--- config.mk ---
export PLATFORM = sky130hd
export DESIGN_NAME = gboi_queue
export DESIGN_NICKNAME = d
export VERILOG_FILES = /design/src/design/gboi_pkg.sv /design/src/design/gboi_queue.sv
export VERILOG_INCLUDE_DIRS = /design/src /design/src/design
export SDC_FILE = /design/constraint.sdc
export NUM_CORES = 1
export LEC_CHECK = 0
export ABC_AREA = 1
export BUFFER_PORTS_ARGS = -buffer_cell sky130_fd_sc_hd__buf_2
export CORE_MARGIN = 4
export CORE_UTILIZATION = 40
export DETAILED_ROUTE_END_ITERATION = 16
export REMOVE_ABC_BUFFERS = 1
export SYNTH_ARGS = -nofsm -noshare
export SYNTH_HDL_FRONTEND = slang
export SYNTH_SLANG_ARGS = --single-unit
--- constraint.sdc ---
create_clock -name clock -period 2.3 [get_ports clock]
set_input_delay 0.46 -clock clock [delete_from_list [all_inputs] [get_ports clock]]
set_output_delay 0.46 -clock clock [all_outputs]
set_load 0.03 [all_outputs]
--- src/design/assert_macros.svh ---
// ---------------------------------------------------------------------------
// assert_macros.svh
// Assertion macros shared by the grid bucket offset index RTL.
// ---------------------------------------------------------------------------
`ifndef ASSERT_MACROS_SVH
`define ASSERT_MACROS_SVH

`ifndef SYNTHESIS

// Property must hold at every clock edge outside reset.
`define CHK_ALWAYS(lbl, clk, rst, prop) \
   lbl: assert property (@(posedge clk) disable iff (rst) prop) \
      else $error("%m: assertion failed");

// Expression must never be true outside reset.
`define CHK_NEVER(lbl, clk, rst, expr) \
   lbl: assert property (@(posedge clk) disable iff (rst) !(expr)) \
      else $error("%m: forbidden condition seen");

`else

`define CHK_ALWAYS(lbl, clk, rst, prop)
`define CHK_NEVER(lbl, clk, rst, expr)

`endif

`endif

--- src/design/gboi_pkg.sv ---
// ---------------------------------------------------------------------------
// gboi_pkg
// Types, codes and defaults shared by the grid bucket offset index.
// ---------------------------------------------------------------------------
package gboi_pkg;

   // defaults for the top-level parameters
   localparam int MAX_CELLS_DEF   = 4096;
   localparam int MAX_ENTRIES_DEF = 1024;
   localparam int DIM_MAX_DEF     = 16;

   // fixed field widths
   localparam int KIND_W = 2;
   localparam int LOC_W  = 4;
   localparam int SIZE_W = 5;
   localparam int RNG_W  = 11;
   localparam int STAT_W = 2;
   localparam int CSR_IDX_W = 2;
   // x + sx*(y + sy*z) with 5-bit extents and 4-bit coordinates
   localparam int INNER_W = 10;
   localparam int LIN_W   = 16;

   localparam int QUEUE_DEPTH = 2;

   // request kinds
   localparam logic [KIND_W-1:0] KIND_CLEAR = 2'd0;
   localparam logic [KIND_W-1:0] KIND_ADD   = 2'd1;
   localparam logic [KIND_W-1:0] KIND_QUERY = 2'd2;

   // response status
   localparam logic [STAT_W-1:0] STAT_OK    = 2'd0;
   localparam logic [STAT_W-1:0] STAT_RANGE = 2'd1;
   localparam logic [STAT_W-1:0] STAT_FULL  = 2'd2;

   // register indexes
   localparam logic [CSR_IDX_W-1:0] CSR_SIZE_X = 2'd0;
   localparam logic [CSR_IDX_W-1:0] CSR_SIZE_Y = 2'd1;
   localparam logic [CSR_IDX_W-1:0] CSR_SIZE_Z = 2'd2;

   // commands from front to back
   localparam logic [1:0] CMD_CLEAR = 2'd0;
   localparam logic [1:0] CMD_ADD   = 2'd1;
   localparam logic [1:0] CMD_QUERY = 2'd2;
   localparam logic [1:0] CMD_REPLY = 2'd3;

   typedef struct packed {
      logic [KIND_W-1:0] kind;
      logic [LOC_W-1:0]  loc_x;
      logic [LOC_W-1:0]  loc_y;
      logic [LOC_W-1:0]  loc_z;
   } req_type;

   typedef struct packed {
      logic [RNG_W-1:0]  range_begin;
      logic [RNG_W-1:0]  range_end;
      logic              has_entries;
      logic [STAT_W-1:0] status;
   } rsp_type;

   typedef struct packed {
      logic [1:0]        op;
      logic [STAT_W-1:0] status;
   } cmd_type;

   localparam int CMD_W = $bits(cmd_type);

endpackage

--- src/design/gboi_queue.sv ---
// ---------------------------------------------------------------------------
// gboi_queue
// Small command queue between the front and back sections.
// ---------------------------------------------------------------------------
`include "assert_macros.svh"

module gboi_queue #(
   parameter int DATA_W = 8,
   parameter int DEPTH  = gboi_pkg::QUEUE_DEPTH,
   localparam int PTR_W = $clog2(DEPTH),
   localparam int CNT_W = $clog2(DEPTH + 1)
) (
   input  logic              clock,
   input  logic              reset,
   input  logic              push,
   input  logic [DATA_W-1:0] wdata,
   output logic              full,
   input  logic              pop,
   output logic              not_empty,
   output logic [DATA_W-1:0] rdata
);
   import gboi_pkg::*;

   logic [DATA_W-1:0] slot_ff [DEPTH];
   logic [PTR_W-1:0]  wr_ptr_ff, wr_ptr_in;
   logic [PTR_W-1:0]  rd_ptr_ff, rd_ptr_in;
   logic [CNT_W-1:0]  cnt_ff, cnt_in;

   assign full      = (cnt_ff == CNT_W'(DEPTH));
   assign not_empty = (cnt_ff != '0);
   assign rdata     = slot_ff[rd_ptr_ff];

   always_comb begin
      wr_ptr_in = wr_ptr_ff;
      rd_ptr_in = rd_ptr_ff;
      cnt_in    = cnt_ff;
      if (push) begin
         wr_ptr_in = (wr_ptr_ff == PTR_W'(DEPTH - 1)) ? '0 : wr_ptr_ff + 1'b1;
      end
      if (pop) begin
         rd_ptr_in = (rd_ptr_ff == PTR_W'(DEPTH - 1)) ? '0 : rd_ptr_ff + 1'b1;
      end
      if (push && !pop)      cnt_in = cnt_ff + 1'b1;
      else if (pop && !push) cnt_in = cnt_ff - 1'b1;
   end

   always_ff @(posedge clock) begin
      if (reset) begin
         wr_ptr_ff <= '0;
         rd_ptr_ff <= '0;
         cnt_ff    <= '0;
      end else begin
         wr_ptr_ff <= wr_ptr_in;
         rd_ptr_ff <= rd_ptr_in;
         cnt_ff    <= cnt_in;
      end
   end

   always_ff @(posedge clock) begin
      if (push) slot_ff[wr_ptr_ff] <= wdata;
   end

   `CHK_ALWAYS(a_cnt_bound, clock, reset, cnt_ff <= CNT_W'(DEPTH))
   `CHK_NEVER(a_pop_empty, clock, reset, pop && !not_empty)
   `CHK_NEVER(a_push_full, clock, reset, push && full)
   `CHK_ALWAYS(a_cnt_up, clock, reset, (push && !pop) |=> (cnt_ff == $past(cnt_ff) + 1'b1))

endmodule

==> qor.csv <==
stage,metric,value,unit
global_route,grt_pass1_vias,521,
sta,slew_violations,0,
routing,vias_per_cell,4.45,
floorplan,die_h,53.8,µm
global_route,antenna_found_initial,0,
cts,cts_hold_buffers,0,
setup_path,path_max_fanout,8,
routing,dr.pass1.iters,3,
setup_path,critPathLaunchType,flop,
logic_synthesis,synth.avg_cell_area,14.5,µm²
setup_path,crit_path_end_kind,primary output,
floorplan,num_io_pins,22,
sta,hold_violations,0,
routing,wl,1220,µm
logic_synthesis,async_flop_share,0,%
pwr,p_per_area,755,nW/µm²
pwr,power.leakage,0.000449,µW
hold_path,hold_path.class,in2reg,
cts,postCtsSetupBuffers,0,
sta,finalSetupViolations,0,
cells_and_area,drive_gt1_share,43.4,%
run_status,status,finished clean,
pwr,pwr-share-seq,59.3,%
cts,htree_levels,1,
setup_path,cp.arrival,1470,ps
routing,drt_iter0_markers,2,
setup_path,critPathRequiredTime,1840,ps
logic_synthesis,synth-edff-count,16,
pwr,p_sw_share,26.7,%
setup_path,crit_type,reg2out,
routing,post_drt_wl_per_cell,11.0,µm
sta,worst_pin_slew,505,ps
floorplan,dieArea,2900,µm²
place,dp.cells,106,
cts,clk-insertion-delay-late,300,ps
logic_synthesis,synth_most_common_cell,edfxtp_1,
global_route,grt_usage,10.3,%
routing,drc,0,
cts,cts_tree,done,
sta,final.setup.tns,0,ps
floorplan,core-area,1980,µm²
sta,rsz0062_at_grt,no,
sta,post-route-period-util,83.7,%
sta,max_freq,0.519,GHz
place,gp_routability_congestion,0.662,
logic_synthesis,netlist-cell-type-count,16,
logic_synthesis,synthTopCellsByCount,"16 x edfxtp_1, 8 x inv_1, 8 x mux2_4",
logic_synthesis,yosysTopAreaCellShare,57.1,%
cells_and_area,antenna_cells,0,
cells_and_area,area_delta_synth_final,19.3,%
setup_path,crit-reg2reg-launch,wr_ptr_ff,
routing,vias,489,
setup_path,ff2ff_path_depth,2,
logic_synthesis,ys_seq_area_share,69.0,%
pwr,p_int,555,µW
cells_and_area,fin_nets,97,
pwr,ir_drop,0.395,mV
sta,relSlewSlack,66.3,%
logic_synthesis,synth_area_leaders,"edfxtp_1 57%, mux2_4 14%, dfxtp_1 12%",
setup_path,crit_end,rdata[5],
pwr,p_switching,202,µW
floorplan,start_util,42.4,%
logic_synthesis,synth_top_cell_by_area,edfxtp_1,
hold_path,whs_path_depth,1,
logic_synthesis,ys.flop_type,edfxtp_1,
global_route,grt_remaining_overflow,0,
cts,cts.reportedPaths.clkPinSlew,120,ps
job,cap_violations,0,
global_route,grt_pass1_wl,2080,µm
floorplan,rows,16,
cts,numCtsBuffers,3,
setup_path,reg2reg_slack,1200,ps
cts,clock_sinks,21,
logic_synthesis,mappedNetlistArea,841,µm²
pwr,p_clk_share,22.8,%
routing,drtAntennaViolNets,0,
cells_and_area,layoutNonFillerInstCount,110,
setup_path,reg2reg_to,slot_ff[0][7],
logic_synthesis,yosysWarnings,0,
logic_synthesis,ys_ff_latch,21,
cts,root_buffer,clkbuf_4,
sta,fin_worst_skew,7.96,ps
place,numPortBuffers,21,
cts,cts.path.max_buffers,2,
place,dp_hpwl,914,µm
logic_synthesis,syn_inst,58,
pwr,comb_power_share,17.9,%
floorplan,chipWidth,53.8,µm
sta,layout_min_cycle_time,1930,ps
cts,cts_resized,0,
global_route,grt_max_degree,13,
layout by cell type, fill, tap and decap left out:
cell,instances
xnor2_1,1
clkinv_2,1
nor3_1,1
nand2_1,5
inv_1,8
o21ai_0,1
nand2_2,1
mux2_4,8
ha_1,1
a21oi_1,1
inv_2,1
buf_2,21
nand3_1,1
dfxtp_1,5
clkbuf_4,3
nand4_1,1
nor2_1,6
buf_4,1
edfxtp_1,16
state kept, by name (all words and copies together), names as in the netlist, named ones only:
register	flops
cnt_ff	2
rd_ptr_ff	1
slot_ff	16
wr_ptr_ff	1
power by group through the flow:
| stage | combinational, µW | clock, µW | sequential (µW) |
|---|---|---|---|
| final | 136 | 173 | 449 |
| after global routing | 148 | 200 | 453 |
| after CTS | 138 | 179 | 450 |
| after detailed placement | 138 | 0 | 459 |
| after global placement | 135 | 0 | 457 |
| after floorplan | 99.4 | 0 | 454 |
routing by layer:
metal | wire [µm] | GRT usage (%)
met4 | 27 | 6.38
met3 | 80 | 2.77
met5 | 0 | 0
met1 | 521 | 10.7
met2 | 585 | 18.1
kinds of logic after synthesis:
family / Yosys count / synth area share (%)
flip-flops: 21 / 69.0
AND/OR/NAND/NOR: 15 / 7.59
buffers and inverters: 10 / 5.36
multiplexers: 8 / 14.3
AO/OA/AOI/OAI: 2 / 1.19
XOR/XNOR: 1 / 1.04
adder cells (fa/ha/maj): 1 / 1.49
critical path: stages (launching register included):
cell and delay, ps:
dfxtp_1 650, mux2_4 340, buf_2 180
layout make-up:
cell class / instances / area, µm²
fill: 179 / 978
sequential: 21 / 581
multi-input combinational: 27 / 215
timing repair buffer: 22 / 113
inverter: 9 / 33.8
tap: 27 / 33.8
clock buffer: 3 / 22.5
clock inverter: 1 / 5.00
worst min path at each step:
stage	end	from	slack, ps
6_report	slot_ff[0][5]	wdata[5]	340
5_1_grt	slot_ff[1][5]	wdata[5]	310
4_1_cts	slot_ff[0][5]	wdata[5]	330
3_5_place_dp	cnt_ff[0]	cnt_ff[0]	510
3_3_place_gp	wr_ptr_ff	wr_ptr_ff	500
2_1_floorplan	flop	rd_ptr_ff	480
per-stage QoR:
stage / utilization [%] / instance area [µm²] / power, µW / worst slack, ps / hold slack, ps
global route: 50.6 / 1000 / 801 / 288 / 315
CTS: 50.6 / 1000 / 767 / 326 / 330
finish: 50.6 / 1000 / 757 / 374 / 336
detailed placement: 49.2 / 976 / 596 / 675 / 506
global placement: 49.2 / 976 / 592 / 697 / 499
floorplan: - / 830 / 554 / 904 / 480
Power figures use the tool's default switching activity.
