$ cat src/design/assert_macros.svh
// ---------------------------------------------------------------------------
// assert_macros.svh
// Assertion macros shared by the grid bucket offset index RTL.
// ---------------------------------------------------------------------------
`ifndef ASSERT_MACROS_SVH
`define ASSERT_MACROS_SVH

`ifndef SYNTHESIS

// Property must hold at every clock edge outside reset.
`define CHK_ALWAYS(lbl, clk, rst, prop) \
   lbl: assert property (@(posedge clk) disable iff (rst) prop) \
      else $error("%m: assertion failed");

// Expression must never be true outside reset.
`define CHK_NEVER(lbl, clk, rst, expr) \
   lbl: assert property (@(posedge clk) disable iff (rst) !(expr)) \
      else $error("%m: forbidden condition seen");

`else

`define CHK_ALWAYS(lbl, clk, rst, prop)
`define CHK_NEVER(lbl, clk, rst, expr)

`endif

`endif

$ cat src/design/gboi_pkg.sv
// ---------------------------------------------------------------------------
// gboi_pkg
// Types, codes and defaults shared by the grid bucket offset index.
// ---------------------------------------------------------------------------
package gboi_pkg;

   // defaults for the top-level parameters
   localparam int MAX_CELLS_DEF   = 4096;
   localparam int MAX_ENTRIES_DEF = 1024;
   localparam int DIM_MAX_DEF     = 16;

   // fixed field widths
   localparam int KIND_W = 2;
   localparam int LOC_W  = 4;
   localparam int SIZE_W = 5;
   localparam int RNG_W  = 11;
   localparam int STAT_W = 2;
   localparam int CSR_IDX_W = 2;
   // x + sx*(y + sy*z) with 5-bit extents and 4-bit coordinates
   localparam int INNER_W = 10;
   localparam int LIN_W   = 16;

   localparam int QUEUE_DEPTH = 2;

   // request kinds
   localparam logic [KIND_W-1:0] KIND_CLEAR = 2'd0;
   localparam logic [KIND_W-1:0] KIND_ADD   = 2'd1;
   localparam logic [KIND_W-1:0] KIND_QUERY = 2'd2;

   // response status
   localparam logic [STAT_W-1:0] STAT_OK    = 2'd0;
   localparam logic [STAT_W-1:0] STAT_RANGE = 2'd1;
   localparam logic [STAT_W-1:0] STAT_FULL  = 2'd2;

   // register indexes
   localparam logic [CSR_IDX_W-1:0] CSR_SIZE_X = 2'd0;
   localparam logic [CSR_IDX_W-1:0] CSR_SIZE_Y = 2'd1;
   localparam logic [CSR_IDX_W-1:0] CSR_SIZE_Z = 2'd2;

   // commands from front to back
   localparam logic [1:0] CMD_CLEAR = 2'd0;
   localparam logic [1:0] CMD_ADD   = 2'd1;
   localparam logic [1:0] CMD_QUERY = 2'd2;
   localparam logic [1:0] CMD_REPLY = 2'd3;

   typedef struct packed {
      logic [KIND_W-1:0] kind;
      logic [LOC_W-1:0]  loc_x;
      logic [LOC_W-1:0]  loc_y;
      logic [LOC_W-1:0]  loc_z;
   } req_type;

   typedef struct packed {
      logic [RNG_W-1:0]  range_begin;
      logic [RNG_W-1:0]  range_end;
      logic              has_entries;
      logic [STAT_W-1:0] status;
   } rsp_type;

   typedef struct packed {
      logic [1:0]        op;
      logic [STAT_W-1:0] status;
   } cmd_type;

   localparam int CMD_W = $bits(cmd_type);

endpackage

$ cat src/design/gboi_front.sv
// ---------------------------------------------------------------------------
// gboi_front
// Extent registers, cell linearization and request classification.
// ---------------------------------------------------------------------------
module gboi_front #(
   parameter int MAX_CELLS = gboi_pkg::MAX_CELLS_DEF,
   parameter int DIM_MAX   = gboi_pkg::DIM_MAX_DEF,
   localparam int CELL_W   = $clog2(MAX_CELLS + 1)
) (
   input  logic                             clock,
   input  logic                             reset,
   input  logic                             csr_we,
   input  logic [gboi_pkg::CSR_IDX_W-1:0]   csr_index,
   input  logic [gboi_pkg::SIZE_W-1:0]      csr_wdata,
   input  logic                             req_valid,
   output logic                             req_ready,
   input  gboi_pkg::req_type                req_payload,
   input  logic                             boot_busy,
   output logic                             push,
   input  logic                             q_full,
   output gboi_pkg::cmd_type                push_cmd,
   output logic [CELL_W-1:0]                push_cell
);
   import gboi_pkg::*;

   logic [SIZE_W-1:0]  size_x_ff, size_x_in;
   logic [SIZE_W-1:0]  size_y_ff, size_y_in;
   logic [SIZE_W-1:0]  size_z_ff, size_z_in;
   logic [SIZE_W-1:0]  wdata_sat;

   logic               stg_v_ff, stg_v_in;
   logic [KIND_W-1:0]  kind_ff, kind_in;
   logic [LOC_W-1:0]   x_ff, x_in;
   logic               coord_ok_ff, coord_ok_in;
   logic [INNER_W-1:0] inner_ff, inner_in;

   logic               accept;
   logic [LIN_W-1:0]   lin;
   logic               in_range;

   // extent registers, saturated to DIM_MAX
   assign wdata_sat = (32'(csr_wdata) > DIM_MAX) ? SIZE_W'(DIM_MAX) : csr_wdata;

   always_comb begin
      size_x_in = size_x_ff;
      size_y_in = size_y_ff;
      size_z_in = size_z_ff;
      if (csr_we) begin
         case (csr_index)
            CSR_SIZE_X: size_x_in = wdata_sat;
            CSR_SIZE_Y: size_y_in = wdata_sat;
            CSR_SIZE_Z: size_z_in = wdata_sat;
            default:    ;
         endcase
      end
   end

   // stage 1: bounds check and y + sy*z
   assign push      = stg_v_ff && !q_full;
   assign req_ready = !boot_busy && (!stg_v_ff || push);
   assign accept    = req_valid && req_ready;

   always_comb begin
      stg_v_in    = push ? 1'b0 : stg_v_ff;
      kind_in     = kind_ff;
      x_in        = x_ff;
      coord_ok_in = coord_ok_ff;
      inner_in    = inner_ff;
      if (accept) begin
         stg_v_in    = 1'b1;
         kind_in     = req_payload.kind;
         x_in        = req_payload.loc_x;
         coord_ok_in = ({1'b0, req_payload.loc_x} < size_x_ff)
                    && ({1'b0, req_payload.loc_y} < size_y_ff)
                    && ({1'b0, req_payload.loc_z} < size_z_ff);
         inner_in    = INNER_W'(req_payload.loc_y)
                     + INNER_W'(size_y_ff) * INNER_W'(req_payload.loc_z);
      end
   end

   // stage 2: x + sx*inner, classify
   assign lin      = LIN_W'(x_ff) + LIN_W'(size_x_ff) * LIN_W'(inner_ff);
   assign in_range = coord_ok_ff && ({1'b0, lin} < (LIN_W + 1)'(MAX_CELLS));
   assign push_cell = CELL_W'(lin);

   always_comb begin
      push_cmd.op     = CMD_REPLY;
      push_cmd.status = STAT_OK;
      unique case (kind_ff)
         KIND_CLEAR: push_cmd.op = CMD_CLEAR;
         KIND_ADD: begin
            if (in_range) push_cmd.op = CMD_ADD;
            else          push_cmd.status = STAT_RANGE;
         end
         KIND_QUERY: begin
            if (in_range) push_cmd.op = CMD_QUERY;
            else          push_cmd.status = STAT_RANGE;
         end
         default: ;
      endcase
   end

   always_ff @(posedge clock) begin
      if (reset) begin
         size_x_ff <= SIZE_W'(1);
         size_y_ff <= SIZE_W'(1);
         size_z_ff <= SIZE_W'(1);
         stg_v_ff  <= 1'b0;
      end else begin
         size_x_ff <= size_x_in;
         size_y_ff <= size_y_in;
         size_z_ff <= size_z_in;
         stg_v_ff  <= stg_v_in;
      end
   end

   always_ff @(posedge clock) begin
      kind_ff     <= kind_in;
      x_ff        <= x_in;
      coord_ok_ff <= coord_ok_in;
      inner_ff    <= inner_in;
   end

endmodule

$ cat config.mk
export PLATFORM = sky130hd
export DESIGN_NAME = gboi_front
export DESIGN_NICKNAME = d
export VERILOG_FILES = /design/src/design/assert_macros.svh /design/src/design/gboi_pkg.sv /design/src/design/gboi_front.sv
export SDC_FILE = /design/constraint.sdc
export NUM_CORES = 1
export LEC_CHECK = 0
export BUFFER_PORTS_ARGS = -buffer_cell sky130_fd_sc_hd__buf_2
export CAP_MARGIN = 0
export CELL_PAD_IN_SITES_DETAIL_PLACEMENT = 0
export CELL_PAD_IN_SITES_GLOBAL_PLACEMENT = 1
export CORE_MARGIN = 2
export CORE_UTILIZATION = 42
export DETAILED_ROUTE_END_ITERATION = 7
export PLACE_DENSITY = 0.74
export SLEW_MARGIN = 20
export SYNTH_ARGS = -nofsm -noshare
export SYNTH_HDL_FRONTEND = slang
export SYNTH_SLANG_ARGS = --single-unit
$ cat constraint.sdc
create_clock -name clock -period 5.15 [get_ports clock]
set_input_delay 1.03 -clock clock [delete_from_list [all_inputs] [get_ports clock]]
set_output_delay 1.03 -clock clock [all_outputs]
set_load 0.01 [all_outputs]
==> out/metrics.yaml, run 1 <==
status: "complete, but fails checks"
io_pins: 46
synth_nets: 565
synthArstFlopShare: 0
crit_path_max_fanout: 3
fin_skew_ps: 11.6
num_rows: 35
area_growth_pct: 21.8
hp-class: "register to register"
max_cap_viol_count: 0
postPlaceCellArea_sq_um: 4600
r2r_cells: 11
yosysWarningCount: 0
core_area_sq_um: 9280
worstHoldEndpoint: "size_z_ff[0]$_SDFFE_PP1P_"
port_buffers: 44
viasPerCell: 4.68
numCtsBuffers: 5
nets: 640
r2r_slack_ps: 1490
powerDensity_nw_per_um2: 162
period_share: 1.05
finalCriticalPeriod_ps: 5420
finalHoldViolCount: 0
mappedNetlistArea_sq_um: 4050
final_util: 0.531
die_w_um: 102
drc: 0
synth_top_area_share: 0.201
grt_pass1_vias: 3200
synth.avg_cell_area_sq_um: 9.28
diodes: 0
vias: 3000
path_cells: "buf_6 > buf_4 > and2_4 > ha_4 > fa_1 > inv_1 > fa_1 > inv_2 > ha_4 > a21o_1 > a221o_1 > a221o_1 > xor2_2 > a2111oi_4 > a31oi_1 > buf_2"
ir_worst_vdd_v: 0.000112
r2r-start: "size_y_ff[1]$_SDFFE_PP0P_"
ctsHtreeMaxLevel: 2
die_h_um: 102
drt-initial-drc-count: 36
place_congestion: 0.816
p_leak_uw: 0.00255
tightestPinTransition_ps: 777
grt_antenna_before_repair: 0
arrival_ps: 4390
synthCells: 436
cts_tree: "done"
crit_start: "inner_ff[5]$_DFFE_PP_"
clkSlewWorstSetupHoldPaths_ps: 70
cp-end-kind: "output port"
holdWs_ps: 475
design_area_sq_um: 4930
grt_util_all_layers: 0.170
fin_ws_ps: -271
rsz0062_at_grt: "true"
synth_edf_count: 17
synthDistinctLibCells: 40
ys_ff_latch: 33
synth_area_leader_cell: "ha_1"
grt_remaining_overflow: 0
drive_gt1_frac: 0.250
die_area_sq_um: 10400
synthTopCellsByArea: "ha_1 (20%), fa_1 (18%), edfxtp_1 (13%)"
cp-start-kind: "register"
cts_buffer_depth: 2
post-place-ws_ps: -124
max-slew-margin-rel: 0.482
r2r-end: "inner_ff[8]$_DFFE_PP_"
min_path_cells: 1
fin_tns_setup_ps: -768
critPathMaxStageDelay_ps: 530
clock_latency_ps: 290
drv_slew: 0
place_hpwl_um: 6810
drtPass1Iterations: 4
wl_um: 8000
clock-root-buffer: "clkbuf_8"
ant_nets: 0
ys_seq_area_frac: 0.205
crit_type: "register to output port"
start_util: 0.436
grt_max_degree: 19
fmax_mhz: 184
cp.required_ps: 4120
yosys_most_used_dff: "edfxtp_1"
setup_viol: 3
wl_per_cell_um: 12.5
hold_start: "size_z_ff[0]$_SDFFE_PP1P_"
worst_path_max_delay_cell: "fa_1"
grt_pass1_wl_um: 14000
violations: "setup timing"
clock_sinks: 33
-- how the worst max path moves through the flow --
stage                              to  slack [ps]  depth (start not counted)
final                     push_cmd[2]        -270                         16
after floorplan           push_cmd[2]           4                         14
after global placement    push_cmd[2]         -80                         14
after global routing      push_cmd[2]        -500                         14
after detailed placement  push_cmd[2]        -120                         14
after CTS                 push_cmd[2]        -280                         14
-- power breakdown --
part / internal (uW) / switching [uW]
logic: 145 / 153
registers: 292 / 10.1
clock network: 106 / 91.8
total: 543 / 255
-- layout by cell type (no fill, tap or decap), drive strengths merged --
master   instances
inv             73
nand2b           6
nand4            1
xor2             5
a21o            15
ha              65
a31oi            3
conb             1
nor2            28
nor3b            1
o22ai            1
o21a             1
nor3             4
a2111oi          1
a221o            2
dfxtp           16
nand2           29
fa              37
nor2b            5
a211o            3
edfxtp          17
o41ai            1
nand3            3
mux2i           10
clkbuf           6
o41a             1
xnor2           10
clkinv           2
and2            50
or3              1
o211a            1
and3             2
o21ai            5
a21boi           1
a2bb2oi          1
o21bai           3
nand3b           2
a21oi           22
buf             77
-- final cells by class --
class	instances	area, sq um
Sequential cell	33	838
Timing Repair Buffer	77	483
Tap cell	129	161
Multi-Input combinational cell	321	3080
Inverter	73	274
Clock buffer	6	82.6
Clock inverter	2	8.76
Fill cell	883	4350
-- sequential cells by signal, summed over array words and instances (netlist names) --
signal / flops
size_x_ff: 5
size_z_ff: 5
x_ff: 4
size_y_ff: 5
coord_ok_ff: 1
kind_ff: 2
inner_ff: 10
stg_v_ff: 1
-- kinds of logic after synthesis --
kind of cell               after synthesis  share of synthesized area
and+or+nand+nor                        132                      0.168
adders and majority gates              102                      0.384
buffers and inverters                   82                     0.0788
AOI/OAI and AO/OA                       61                      0.106
DFF                                     33                      0.205
xor gates and xnor gates                15                     0.0325
muxes                                   10                     0.0247
other                                    1                   0.000926
-- synthesized netlist by cell type, types with 3 or more instances --
| cell | count |
|---|---|
| a211o_1 | 3 |
| a21o_1 | 14 |
| a21oi_1 | 22 |
| a31oi_1 | 3 |
| and2_1 | 50 |
| clkbuf_1 | 7 |
| dfxtp_1 | 16 |
| edfxtp_1 | 17 |
| fa_1 | 37 |
| ha_1 | 65 |
| inv_1 | 73 |
| mux2i_1 | 10 |
| nand2_1 | 29 |
| nand2b_1 | 6 |
| nand3_1 | 3 |
| nor2_1 | 28 |
| nor2b_1 | 5 |
| nor3_1 | 4 |
| o21ai_0 | 5 |
| o21bai_1 | 3 |
| xnor2_1 | 10 |
| xor2_1 | 5 |
-- routing by layer --
metal | GRT usage | part of all wire | vias up
met3 | 0.0267 | 0.031 | 14
met1 | 0.206 | 0.46 | 1370
met5 | 0 | 0 | -
met4 | 0.0564 | 0.019 | 0
li1 | - | - | 1565
met2 | 0.309 | 0.49 | 51
-- critical path: cells and delay by family, from the launching register on --
kind	cells	cell delay, ps
compound gates	5	1390
buf+inv	5	520
simple gates	1	150
xor+xnor	1	180
fa+ha+maj	4	1460
flops	1	410
-- per-stage QoR --
step | total power, uW | instances
6_report | 798 | 641
5_1_grt | 857 | 641
4_1_cts | 805 | 641
3_5_place_dp | 579 | 628
3_3_place_gp | 575 | 628
2_1_floorplan | 482 | 436
-- what timing repair did --
action / in CTS / in global routing
hold buffers: 0 / 0
buffers inserted: 7 / 0
setup endpoints to repair: 7 / 6
cloned: 0 / 0
gates resized for setup: 42 / 5
pin swaps: 40 / 3
No activity file was read; power rests on OpenSTA's default activity.
==> run 2: changes to the inputs <==
--- a/config.mk
+++ b/config.mk
@@ -10,9 +10,9 @@
 export CELL_PAD_IN_SITES_DETAIL_PLACEMENT = 0
 export CELL_PAD_IN_SITES_GLOBAL_PLACEMENT = 1
 export CORE_MARGIN = 2
-export CORE_UTILIZATION = 42
+export CORE_UTILIZATION = 50
 export DETAILED_ROUTE_END_ITERATION = 7
-export PLACE_DENSITY = 0.74
+export PLACE_DENSITY = 0.83
 export SLEW_MARGIN = 20
 export SYNTH_ARGS = -nofsm -noshare
 export SYNTH_HDL_FRONTEND = slang
==> constraint.sdc (replaced) <==
create_clock -name clock -period 6.8 [get_ports clock]
set_input_delay 1.36 -clock clock [delete_from_list [all_inputs] [get_ports clock]]
set_output_delay 1.36 -clock clock [all_outputs]
set_load 0.01 [all_outputs]
==> out/metrics.yaml, run 2 (synthesized netlist as in run 1, its figures left out) <==
status: "finished clean"
cts_buffer_depth: 2  # unchanged
ir_worst_vdd_v: 0.000115  # +2.9%
clock_latency_ps: 290  # about the same
drc: 0  # unchanged
grt_pass1_vias: 2921  # -8.7%
ant_nets: 0  # unchanged
ctsHtreeMaxLevel: 2  # unchanged
r2r_cells: 11  # unchanged
multi_input_area_sq_um: 2900  # -6.0%
finalHoldViolCount: 0  # unchanged
drive_gt1_frac: 0.115  # -0.135
core_area_sq_um: 7770  # -16%
drt-initial-drc-count: 54  # +50%
postCtsHoldBufs: 0  # unchanged
largest-register: "inner_ff"
rsz0062_at_grt: "false"
die_w_um: 94.0  # -8.0%
cts_tree: "done"
grt_remaining_overflow: 0  # unchanged
hp-class: "register to register"
io_pins: 46  # unchanged
clock_sinks: 33  # unchanged
numCtsBuffers: 5  # unchanged
ctsResizeCount: 0  # -100%
tightestPinTransition_ps: 1060  # +285 ps
grt_pass1_wl_um: 13200  # -5.8%
grt_util_all_layers: 0.188  # +0.0176
viasPerCell: 5.06  # +8.1%
grt_max_degree: 19  # unchanged
period_share: 0.887
cp.required_ps: 5440  # +1320 ps
fin_tns_setup_ps: 0  # +768 ps
max-slew-margin-rel: 0.291  # -0.191
clkSlewWorstSetupHoldPaths_ps: 70  # about the same
start_util: 0.521  # +0.0851
nets: 607  # -5.2%
finalCriticalPeriod_ps: 6030
grt_antenna_before_repair: 0  # unchanged
fmax_mhz: 166
largest_register_ffs: 10  # unchanged
max_cap_viol_count: 0  # unchanged
wl_per_cell_um: 13.0  # +4.1%
finalPower_uw: 557  # -30%
final.fill_count: 739  # -16%
wl_um: 7550  # -5.7%
holdWs_ps: 468  # -7.29 ps
fin_skew_ps: 8.50  # -3.12 ps
area_growth_pct: 9.61
p_leak_uw: 0.00236  # -7.3%
drv_slew: 0  # unchanged
regArea_sq_um: 831  # -0.90%
drtPass1Iterations: 4  # unchanged
place_hpwl_um: 6570  # -3.4%
clock-root-buffer: "clkbuf_8"
diodes: 0  # unchanged
min_path_cells: 1  # unchanged
arrival_ps: 4670  # +280 ps
vias: 2940  # -2.0%
cp-start-kind: "register"
crit_path_max_fanout: 12  # +9
setup_viol: 0  # -3
cts_setup_buffers: 0  # -7
die_h_um: 94.0  # -8.0%
final_common_cell: "inv_1"
die_area_sq_um: 8830  # -15%
port_buffers: 44  # unchanged
layout_common_cells: "inv_1 (73), ha_1 (65), and2_1 (50)"
place_congestion: 0.848  # +3.9%
crit_type: "register to output port"
cp-end-kind: "output port"
powerDensity_nw_per_um2: 126  # -22%
num_rows: 32  # -8.6%
run 2: cell types whose count changed in the layout (fill, tap and decap cells not counted), sizes merged:
cell,before,now
buf,77,44
clkbuf,6,5
clkinvlp,0,1
run 2: worst paths after layout:
check	start	slack, ps	to
max	size_x_ff[4]$_SDFFE_PP0P_	770	push_cmd[2]
min	size_z_ff[0]$_SDFFE_PP1P_	470	size_z_ff[0]$_SDFFE_PP1P_
max reg2reg	size_y_ff[0]$_SDFFE_PP1P_	3170	inner_ff[8]$_DFFE_PP_
min reg2reg	size_z_ff[0]$_SDFFE_PP1P_	470	size_z_ff[0]$_SDFFE_PP1P_
run 2: cell type report:
cell class | instances | share of cell area
inverters | 73 | 0.0618
clock inverters | 3 | 0.00395
multi-input cells | 321 | 0.653
well taps | 102 | 0.0288
clock buffers | 5 | 0.0155
repair buffers | 44 | 0.0496
flip-flops and latches | 33 | 0.187
run 2: power by group:
part           leakage, uW  internal [uW]  switching [uW]
clock            0.0000439           70.5            71.6
combinational      0.00203           82.2             102
sequential        0.000290            221            10.1
run 2: layer usage:
layer,wire (um),track usage,up-vias
met5,0,0,-
met4,100,0.0507,0
met3,177,0.0185,8
met2,3910,0.346,41
met1,3360,0.234,1395
li1,-,-,1496
run 2: critical path, stage by stage (launching register included):
cell	delay (ps)
dfxtp_1	510
and2_1	220
fa_1	420
fa_1	550
inv_1	50
fa_1	530
inv_1	50
ha_1	340
a21o_1	210
a221o_1	430
a221o_1	380
xor2_1	180
a2111oi_4	250
a31oi_1	130
buf_2	150
run 2: per-stage QoR:
| step | setup slack, ps | utilization | cells | instance area (sq um) |
|---|---|---|---|---|
| floorplan | 1220 | - | 436 | 4050 |
| global placement | 1140 | 0.560 | 573 | 4350 |
| detailed placement | 1060 | 0.560 | 573 | 4350 |
| CTS | 729 | 0.571 | 581 | 4440 |
| global route | 490 | 0.571 | 581 | 4440 |
| finish | 768 | 0.571 | 581 | 4440 |
==> run 3: changes to the inputs <==
--- a/config.mk
+++ b/config.mk
@@ -10,9 +10,9 @@
 export CELL_PAD_IN_SITES_DETAIL_PLACEMENT = 0
 export CELL_PAD_IN_SITES_GLOBAL_PLACEMENT = 1
 export CORE_MARGIN = 2
-export CORE_UTILIZATION = 50
+export CORE_UTILIZATION = 32
 export DETAILED_ROUTE_END_ITERATION = 7
-export PLACE_DENSITY = 0.83
+export PLACE_DENSITY = 0.56
 export SLEW_MARGIN = 20
 export SYNTH_ARGS = -nofsm -noshare
 export SYNTH_HDL_FRONTEND = slang
==> out/metrics.yaml, run 3 (synthesized netlist as in run 1, its figures left out) <==
cp.required_ps: 5440  # about the same
ctsResizeCount: 0  # unchanged
drv_slew: 0  # unchanged
ctsHtreeMaxLevel: 2  # unchanged
cts_tree: "done"
die_area_sq_um: 13600  # +54%
cts_setup_buffers: 0  # unchanged
port_buffers: 44  # unchanged
grt_antenna_before_repair: 0  # unchanged
finalCriticalPeriod_ps: 6030  # -1.15 ps
grt_remaining_overflow: 0  # unchanged
cts_buffer_depth: 2  # unchanged
clkSlewWorstSetupHoldPaths_ps: 50  # -20 ps
cp-start-kind: "register"
drt-initial-drc-count: 114  # +110%
clock-root-buffer: "clkbuf_16"
drive_gt1_frac: 0.117  # +0.00209
p_leak_uw: 0.00239  # +1.2%
finalHoldViolCount: 0  # unchanged
pwr-share-clk: 0.337  # +0.082
clock_sinks: 33  # unchanged
largest_register_ffs: 10  # unchanged
final_common_cell: "inv_1"
drtPass1Iterations: 6  # +2
die_h_um: 116  # +24%
largest-register: "inner_ff"
max-slew-margin-rel: 0.495  # +0.204
numCtsBuffers: 5  # unchanged
crit_path_max_fanout: 11  # -1
grt_max_degree: 19  # unchanged
switching_share: 0.307  # -0.0220
final_util: 0.368  # -0.203
ir_worst_vdd_v: 0.0000881  # -24%
hp-class: "register to register"
drc: 0  # unchanged
crit_type: "register to output port"
switching_power_uw: 194  # +5.9%
io_pins: 46  # unchanged
max_cap_viol_count: 0  # unchanged
status: "finished clean"
area_growth_pct: 13.3
postCtsHoldBufs: 0  # unchanged
p_int_uw: 438  # +17%
viasPerCell: 4.50  # -11%
grt_pass1_vias: 2963  # +1.4%
wl_um: 8440  # +12%
tightestPinTransition_ps: 757  # -304 ps
postPlaceCellArea_sq_um: 4440  # +2.0%
arrival_ps: 4670  # about the same
nets: 607  # unchanged
fin_skew_ps: 5.54  # -2.96 ps
die_w_um: 116  # +24%
setup_viol: 0  # unchanged
wl_per_cell_um: 13.0  # -0.22%
ant_nets: 0  # unchanged
place_hpwl_um: 7330  # +11%
place_congestion: 0.804  # -5.2%
cp-end-kind: "output port"
num_rows: 41  # +28%
period_share: 0.887  # about the same
fin_tns_setup_ps: 0  # unchanged
fmax_mhz: 166  # about the same
powerDensity_nw_per_um2: 138  # +9.8%
pwr-share-seq: 0.368  # -0.047
layout_common_cells: "inv_1 (73), ha_1 (65), and2_1 (50)"
clock_latency_ps: 270  # -20 ps
pwr-share-comb: 0.295  # -0.035
design_area_sq_um: 4590  # +3.4%
start_util: 0.325  # -0.196
core_area_sq_um: 12500  # +60%
rsz0062_at_grt: "false"
grt_util_all_layers: 0.135  # -0.0534
vias: 2931  # -0.31%
grt_pass1_wl_um: 14400  # +8.8%
diodes: 0  # unchanged
[run 3: cell counts in the layout (fill, tap and decap cells not counted)]
No cell type changed its count.
[run 3: cell type report]
cell class | count | area [sq um]
Fill cell | 1301 | 7880
Multi-Input combinational cell | 321 | 2900
Sequential cell | 33 | 831
Inverter | 73 | 274
Timing Repair Buffer | 44 | 220
Tap cell | 172 | 215
Clock buffer | 5 | 125
Clock inverter | 3 | 17.5
[run 3: layer usage]
metal / GRT usage / part of all wire / vias to the layer above
met5: 0 / 0 / -
met4: 0.0365 / 0.012 / 0
met3: 0.0150 / 0.026 / 6
met2: 0.232 / 0.48 / 46
met1: 0.180 / 0.48 / 1379
li1: - / - / 1500
[run 3: through the flow]
stage	std cells	power (uW)	hold slack (ps)	setup slack [ps]
3_5_place_dp	643	428	453	1020
5_1_grt	651	681	516	491
3_3_place_gp	643	427	450	1060
6_report	651	633	467	769
4_1_cts	651	646	467	715
2_1_floorplan	436	365	437	1220
[run 3: critical path, cell delays in order, from the launching register on]
cell and delay, ps:
dfxtp_1 530, and2_1 200, fa_1 440, fa_1 550
inv_1 60, fa_1 530, inv_1 40, ha_1 330
a21o_1 210, a221o_1 420, a221o_1 370, xor2_1 190
a2111oi_4 250, a31oi_1 120, buf_2 150
[run 3: power by group through the flow]
stage          registers (uW)  clock network, uW  logic [uW]
2_1_floorplan             230                  0         135
3_3_place_gp              237                  0         190
3_5_place_dp              237                  0         191
4_1_cts                   233                220         193
5_1_grt                   235                229         218
6_report                  233                213         187
[run 3: final timing paths]
kind / from / to / slack [ps] / depth (start not counted)
worst min register to register: size_z_ff[0]$_SDFFE_PP1P_ / size_z_ff[0]$_SDFFE_PP1P_ / 470 / 1
worst min-delay path: size_z_ff[0]$_SDFFE_PP1P_ / size_z_ff[0]$_SDFFE_PP1P_ / 470 / 1
worst max-delay path: size_x_ff[2]$_SDFFE_PP0P_ / push_cmd[2] / 770 / 14
worst max register to register: size_y_ff[0]$_SDFFE_PP1P_ / inner_ff[8]$_DFFE_PP_ / 3190 / 11
